===== src/design/tfn_pkg.sv =====
package tfn_pkg;

    // field widths
    localparam int IN_W          = 16;
    localparam int OUT_W         = 16;
    localparam int COORD_WIDTH   = 16;
    localparam int OUT_FRAC_BITS = 14;

    // datapath widths
    localparam int EDGE_W  = COORD_WIDTH + 1;
    localparam int PROD_W  = 2 * EDGE_W;
    localparam int CROSS_W = PROD_W + 1;
    localparam int MAG_W   = CROSS_W - 1;
    localparam int SQ_W    = 2 * MAG_W;
    localparam int LEN_W   = SQ_W + 2;
    localparam int REM_W   = LEN_W + 1;
    localparam int QBITS   = 2 * OUT_FRAC_BITS + 1;
    localparam int OP_W    = 2 * OUT_FRAC_BITS + 2;
    localparam int ROOT_STEPS = OUT_FRAC_BITS + 1;
    localparam int RT_W    = OUT_FRAC_BITS + 1;

    // full unit length in the output format
    localparam int UNIT = 1 << OUT_FRAC_BITS;

    // pipeline depth: cross 3, length 2, divide, root, output 1
    localparam int LATENCY = 3 + 2 + QBITS + ROOT_STEPS + 1;

    // control that travels beside the data
    typedef struct packed {
        logic       valid;
        logic       degen;
        logic [2:0] neg;
    } t_ctl;

    // low COORD_WIDTH bits, sign extended to edge width
    function automatic logic signed [EDGE_W-1:0] coord_ext(input logic [IN_W-1:0] raw);
        logic signed [COORD_WIDTH-1:0] c;
        c = signed'(raw[COORD_WIDTH-1:0]);
        return EDGE_W'(c);
    endfunction

endpackage


===== src/design/tfn_isqrt.sv =====
module tfn_isqrt (
    input  logic                           i_clk,
    input  logic                           i_rst_n,
    input  tfn_pkg::t_ctl                  i_ctl,
    input  logic [2:0][tfn_pkg::QBITS-1:0] i_quo,
    output tfn_pkg::t_ctl                  o_ctl,
    output logic [2:0][tfn_pkg::RT_W-1:0]  o_root
);
    // one root bit per stage, remainder and partial root per lane
    logic [2:0][tfn_pkg::OP_W-1:0] r_op  [tfn_pkg::ROOT_STEPS];
    logic [2:0][tfn_pkg::OP_W-1:0] r_res [tfn_pkg::ROOT_STEPS];
    tfn_pkg::t_ctl                 r_ctl [tfn_pkg::ROOT_STEPS];

    for (genvar s = 0; s < tfn_pkg::ROOT_STEPS; s++) begin : g_st
        localparam logic [tfn_pkg::OP_W-1:0] BIT_S =
            tfn_pkg::OP_W'(1) << (2 * (tfn_pkg::ROOT_STEPS - 1 - s));
        logic [2:0][tfn_pkg::OP_W-1:0] w_op;
        logic [2:0][tfn_pkg::OP_W-1:0] w_res;
        tfn_pkg::t_ctl                 w_ctl;
        logic [2:0][tfn_pkg::OP_W-1:0] n_op;
        logic [2:0][tfn_pkg::OP_W-1:0] n_res;

        // stage input
        if (s == 0) begin : g_first
            always_comb begin
                for (int l = 0; l < 3; l++) begin
                    w_op[l] = tfn_pkg::OP_W'(i_quo[l]);
                end
            end
            assign w_res = '0;
            assign w_ctl = i_ctl;
        end else begin : g_next
            assign w_op  = r_op[s-1];
            assign w_res = r_res[s-1];
            assign w_ctl = r_ctl[s-1];
        end

        // trial subtract of root plus current bit
        always_comb begin
            logic [tfn_pkg::OP_W-1:0] trial;
            logic                     ge;
            for (int l = 0; l < 3; l++) begin
                trial    = w_res[l] + BIT_S;
                ge       = w_op[l] >= trial;
                n_op[l]  = ge ? w_op[l] - trial : w_op[l];
                n_res[l] = ge ? (w_res[l] >> 1) + BIT_S : w_res[l] >> 1;
            end
        end

        always_ff @(posedge i_clk) begin
            if (!i_rst_n) begin
                r_ctl[s] <= '0;
            end else begin
                r_ctl[s] <= w_ctl;
            end
            r_op[s]  <= n_op;
            r_res[s] <= n_res;
        end
    end

    assign o_ctl = r_ctl[tfn_pkg::ROOT_STEPS-1];

    always_comb begin
        for (int l = 0; l < 3; l++) begin
            o_root[l] = r_res[tfn_pkg::ROOT_STEPS-1][l][tfn_pkg::RT_W-1:0];
        end
    end
endmodule


===== config.mk =====
export PLATFORM = sky130hd
export DESIGN_NAME = tfn_isqrt
export DESIGN_NICKNAME = d
export VERILOG_FILES = /design/src/design/tfn_pkg.sv /design/src/design/tfn_isqrt.sv
export SDC_FILE = /design/constraint.sdc
export NUM_CORES = 2
export LEC_CHECK = 0
export BUFFER_PORTS_ARGS = -buffer_cell sky130_fd_sc_hd__buf_2
export CAP_MARGIN = 40
export CORE_MARGIN = 10
export CORE_UTILIZATION = 35
export CTS_BUF_LIST = sky130_fd_sc_hd__clkbuf_4 sky130_fd_sc_hd__clkbuf_8 sky130_fd_sc_hd__clkbuf_16
export DETAILED_ROUTE_END_ITERATION = 12
export PLACE_DENSITY_LB_ADDON = 0.1
export SYNTH_ARGS = -nofsm -noshare
export SYNTH_HDL_FRONTEND = slang
export SYNTH_SLANG_ARGS = --single-unit

===== constraint.sdc =====
create_clock -name i_clk -period 6.6 [get_ports i_clk]
set_input_delay 0.66 -clock i_clk [delete_from_list [all_inputs] [get_ports i_clk]]
set_output_delay 0.66 -clock i_clk [all_outputs]
set_load 0.01 [all_outputs]

# Yosys cells after proc, flatten, opt, wreduce, memory -nomap -nowiden
# Memory sizes are Yosys's and may differ from the RTL's.
# Cells that the tools add are included.
[word_totals]
ram_bits = 2775
input_bits = 94
output_inout_bits = 50
n_memories = 3
regBits = 0
[op_classes]
order_cmp = 45
muxes = 107
n_addsub = 129
bitwise_logic = 15
[mem_list]
columns = ["memory", "words", "word_bits", "read_ports", "rd_ports_with_merged_regs", "write_ports", "line_no", "text"]
rows = [
  ["r_op", 15, 90, 14, 0, 15, "tfn_isqrt.sv:10", "logic [2:0][tfn_pkg::OP_W-1:0] r_op [tfn_pkg::ROOT_STEPS];"],
  ["r_res", 15, 90, 15, 0, 15, "tfn_isqrt.sv:11", "logic [2:0][tfn_pkg::OP_W-1:0] r_res [tfn_pkg::ROOT_STEPS];"],
  ["r_ctl", 15, 5, 15, 0, 15, "tfn_isqrt.sv:12", "tfn_pkg::t_ctl r_ctl [tfn_pkg::ROOT_STEPS];"],
]
[op_table]
columns = ["cell", "n"]
rows = [
  ["$mux W30", 87],
  ["$ge A30 B30 Y1", 42],
  ["$sub A30 B30 Y30", 42],
  ["$add A29 B1 Y30 const B", 3],
  ["$add A29 B11 Y30 const B", 3],
  ["$add A29 B13 Y30 const B", 3],
  ["$add A29 B15 Y30 const B", 3],
  ["$add A29 B17 Y30 const B", 3],
  ["$add A29 B19 Y30 const B", 3],
  ["$add A29 B21 Y30 const B", 3],
  ["$add A29 B23 Y30 const B", 3],
  ["$add A29 B25 Y30 const B", 3],
  ["$add A29 B27 Y30 const B", 3],
  ["$add A29 B3 Y30 const B", 3],
  ["$add A29 B5 Y30 const B", 3],
  ["$add A29 B7 Y30 const B", 3],
  ["$add A29 B9 Y30 const B", 3],
  ["$add A30 B1 Y30 const B", 3],
  ["$add A30 B11 Y30 const B", 3],
  ["$add A30 B13 Y30 const B", 3],
  ["$add A30 B15 Y30 const B", 3],
  ["$add A30 B17 Y30 const B", 3],
  ["$add A30 B19 Y30 const B", 3],
  ["$add A30 B21 Y30 const B", 3],
  ["other kinds (13)", 62],
]

# Depth between registers and ports, before layout
# An unclocked memory read counts as a cell.
[logic_depth]
word_depth = 4
ltp_mapped = 13
ltp_nobuf = 12

# Worst setup path before layout
# No wires, ideal clock.
[synth_path]
path_type = "reg-to-reg"
startpoint = "mem r_res[9][10] (netlist bit)"
endpoint = "mem r_op[1][207] (netlist bit)"
period_less_slack_ns = 2.839
arrival_time_ns = 2.720
path_slack_ns = 3.761
stages_incl_launch_ff = 11
n_path_buf = 0
path_cell_list = "dfxtp_1 -> inv_1 -> ha_1 -> or4b_2 -> nor4_1 -> a21boi_0 -> nand4b_1 -> nor4b_2 -> and2b_1 -> or3b_1 -> xnor2_1"
[synth_lines]
columns = ["item", "line_no"]
rows = [
  ["start, declared", "tfn_isqrt.sv:11"],
  ["end, declared", "tfn_isqrt.sv:10"],
]

==> flow_summary.toml <==
[timing]
setup_tns_ns = 0
rsz0062_at_grt = "false"
worst_clock_skew_ns = 0.0238
worst_pin_slew_ns = 0.871
fmax_ghz = 0.273
hold_viol = 0
setup_viol = 0
holdWs_ns = 0.338
fin_crit_sh = 0.555
min_period_ns = 3.66
max-slew-margin-rel = 0.419
finalMaxSlewViolations = 0

[global_route]
grt_max_degree = 41
grt_pass1_wl_um = 207000
antenna_found_initial = 1
grtUsageTotal = 0.129
grt_pass1_vias = 40600
grt_util_met1 = 0.169
gr-total-overflow = 0
busiest_layer = "met2"
grt_use_met2 = 0.209
grt_use_met3 = 0.0254

[yosys]
synth_common_cells = "dfxtp_1 (1695), inv_1 (475), ha_1 (393)"
seq_area_frac_synth = 0.556
synth_warnings = 0
synth_top_area_frac = 0.556
ys_top_cells_by_area = "dfxtp_1 (56%), ha_1 (8.1%), xnor2_1 (3.7%)"
yosysMostFrequentCell = "dfxtp_1"
synth_area_per_cell_um2 = 10.4
async_reset_ff_frac = 0
ys_types = 87
synth_area_um2 = 61100
synth_edf_count = 0
yosys.area.top_type = "dfxtp_1"
ys_ff_latch = 1695
synthCells = 5893
yosys_most_used_dff = "dfxtp_1"

[placed_design]
gp_congestion = 0.812
dpl_cell_area_um2 = 64600
io_buffers = 143
dp.cells = 8309
hpwl_um = 97100

[pwr]
p_leak_nw = 32.5
pwr-share-clk = 0.324
power_density_nw_per_um2 = 451
p_switching_mw = 9.98
internal_power_mw = 22.5
power_mw = 32.5
ir_drop_mv = 0.295
seq_power_share = 0.439
combPwrFrac = 0.238
switching_share = 0.307

[floorplanning]
rows = 153
design.core.area_um2 = 174000
ios = 144
die_h_um = 438
die_width_um = 438
start_util = 0.352
die_area_um2 = 192000

[critical_path]
arrival_ns = 4.40
crit_buf_inv = 1
crit_chain = "inv_1 -> ha_1 -> or4b_2 -> o31ai_1 -> or4_1 -> or4b_2 -> nor4_1 -> xor2_1"
worst_path_dominant_cell_family = "simple AND/OR/NAND/NOR gates"
ff2ff_setup_slack_ns = 2.94
crit_type = "flip-flop to flip-flop"
cpPeakStageDelay_ns = 0.67
slowest_stage = "or4_1"
start_kind = "flip-flop"
worstPathMaxFanout = 21
crit_top_cell = "or4b_2"
end_kind = "flip-flop"
r2r_start = "r_res[7][74]$_DFF_P_"
cp.required_ns = 7.33
critPathLaunch = "r_res[7][74]$_DFF_P_"

[cts]
cts_buffers = 181
clock_latency_ns = 0.82
clock-sinks = 1695
cts_tree = "yes"
cts_setup_buffers = 0
clk_path_buf_depth = 3
cts_root_buf = "clkbuf_16"
cts.clk_slew.worst_paths_ns = 0.06
htree_levels = 4
ctsResizeCount = 0

[min_path]
hp-start = "r_op[0][108]$_DFF_P_"
min_path_type = "flip-flop to flip-flop"

[finish]
fill_cells = 16700
finalNetCount = 6746
regArea_um2 = 33900
instances_no_fill = 8737
final_cell_area_um2 = 72000
drive_gt1_frac = 0.0963
multiInputGateArea_um2 = 25100
area_growth_syn_to_layout_pct = 17.9

[detailed_routing]
routed_wl_um = 126000
drtAntennaViolNets = 0
wl_per_cell_um = 14.4
routed_via_density = 4.53
firstDrtPassIters = 8
vias = 39600
drc_errors = 0
drtIter0Drc = 1757

[flow_run]
cap_violations = 0

[run_status]
status = "completed"
worst reg2reg max path, delay by kind of cell, from the launching register on:
family / cells / cell delay (ns)
and+or+nand+nor: 4 / 2.18
AOI/OAI and AO/OA: 1 / 0.53
adders and majority gates: 1 / 0.33
DFF: 1 / 0.32
xor gates and xnor gates: 1 / 0.17
buffers and inverters: 1 / 0.04
power by group through the flow:
stage / Combinational (mW) / Clock, mW / Sequential [mW]
finish: 7.72 / 10.5 / 14.2
global placement: 7.64 / 0 / 14.5
global route: 8.78 / 11.3 / 14.5
floorplan: 6.19 / 0 / 13.8
CTS: 7.77 / 10.9 / 14.3
detailed placement: 7.68 / 0 / 14.5
metal layers:
metal  vias up  part of all wire
met1     17800              0.49
met5         -                 0
met3       251             0.034
met2       532              0.44
li1      21000                 -
met4         0             0.034
stage by stage:
step | setup WS [ns] | util
3_3_place_gp | 2.91 | 0.372
5_1_grt | 2.72 | 0.415
6_report | 2.94 | 0.415
3_5_place_dp | 2.91 | 0.372
2_1_floorplan | 3.76 | -
4_1_cts | 2.87 | 0.415
sequential cells by signal, summed over array words and instances (netlist names):
register  flops
r_op       1260
r_res       360
r_ctl        75
area by class of cell:
cell class / instances / area share
clock inverters: 86 / 0.0164
diodes: 2 / 0.0000695
inverters: 479 / 0.0250
flip-flops and latches: 1695 / 0.471
multi-input cells: 3641 / 0.348
repair buffers: 261 / 0.0258
clock buffers: 248 / 0.0731
well taps: 2325 / 0.0404
layout by cell type, fill, tap and decap left out, types with 31 or more instances in the layout:
cell type / synthesis / final
mux2_2: 48 / 48
buf_2: 4 / 148
nand2_1: 356 / 356
xnor2_1: 256 / 256
and2_1: 103 / 103
clkbuf_16: 0 / 181
inv_1: 475 / 475
a21oi_1: 291 / 291
nor2_1: 352 / 352
or3_1: 65 / 65
nor3_1: 154 / 154
ha_1: 393 / 393
nand3_1: 82 / 82
o21ai_0: 278 / 277
dlygate4sd3_1: 0 / 92
dfxtp_1: 1695 / 1695
nand2b_1: 87 / 87
nor4_1: 189 / 187
clkbuf_8: 0 / 37
a21o_1: 86 / 86
xor2_1: 248 / 248
nor4b_1: 31 / 31
nand4_1: 53 / 53
nor2b_1: 65 / 65
o31ai_1: 43 / 42
o21a_1: 71 / 71
timing repair:
item,CTS,global route
setup endpoints to repair,0,0
hold endpoints to repair,92,0
hold buffers,92,0
logic make-up (layout without fill, tap and decap cells):
| kind of cell | after synthesis | in the layout | share of synthesized area |
|---|---|---|---|
| AO/OA/AOI/OAI | 979 | 979 | 0.0993 |
| buffers and inverters | 562 | 1074 | 0.0349 |
| multiplexers | 53 | 53 | 0.00967 |
| flip-flops | 1695 | 1695 | 0.556 |
| XOR/XNOR | 504 | 504 | 0.0723 |
| AND/OR/NAND/NOR | 1706 | 1706 | 0.148 |
| adder cells (fa/ha/maj) | 393 | 393 | 0.0805 |
| other | 1 | 8 | 0.0000614 |
path summary, 6_finish.rpt:
check                                            end  depth (start not counted)
worst max-delay path             r_op[1][89]$_DFF_P_                          8
worst min-delay path            r_op[0][198]$_DFF_P_                          0
worst max register to register   r_op[1][89]$_DFF_P_                          8
worst min register to register  r_op[0][198]$_DFF_P_                          0
No activity file was read; power rests on OpenSTA's default activity.
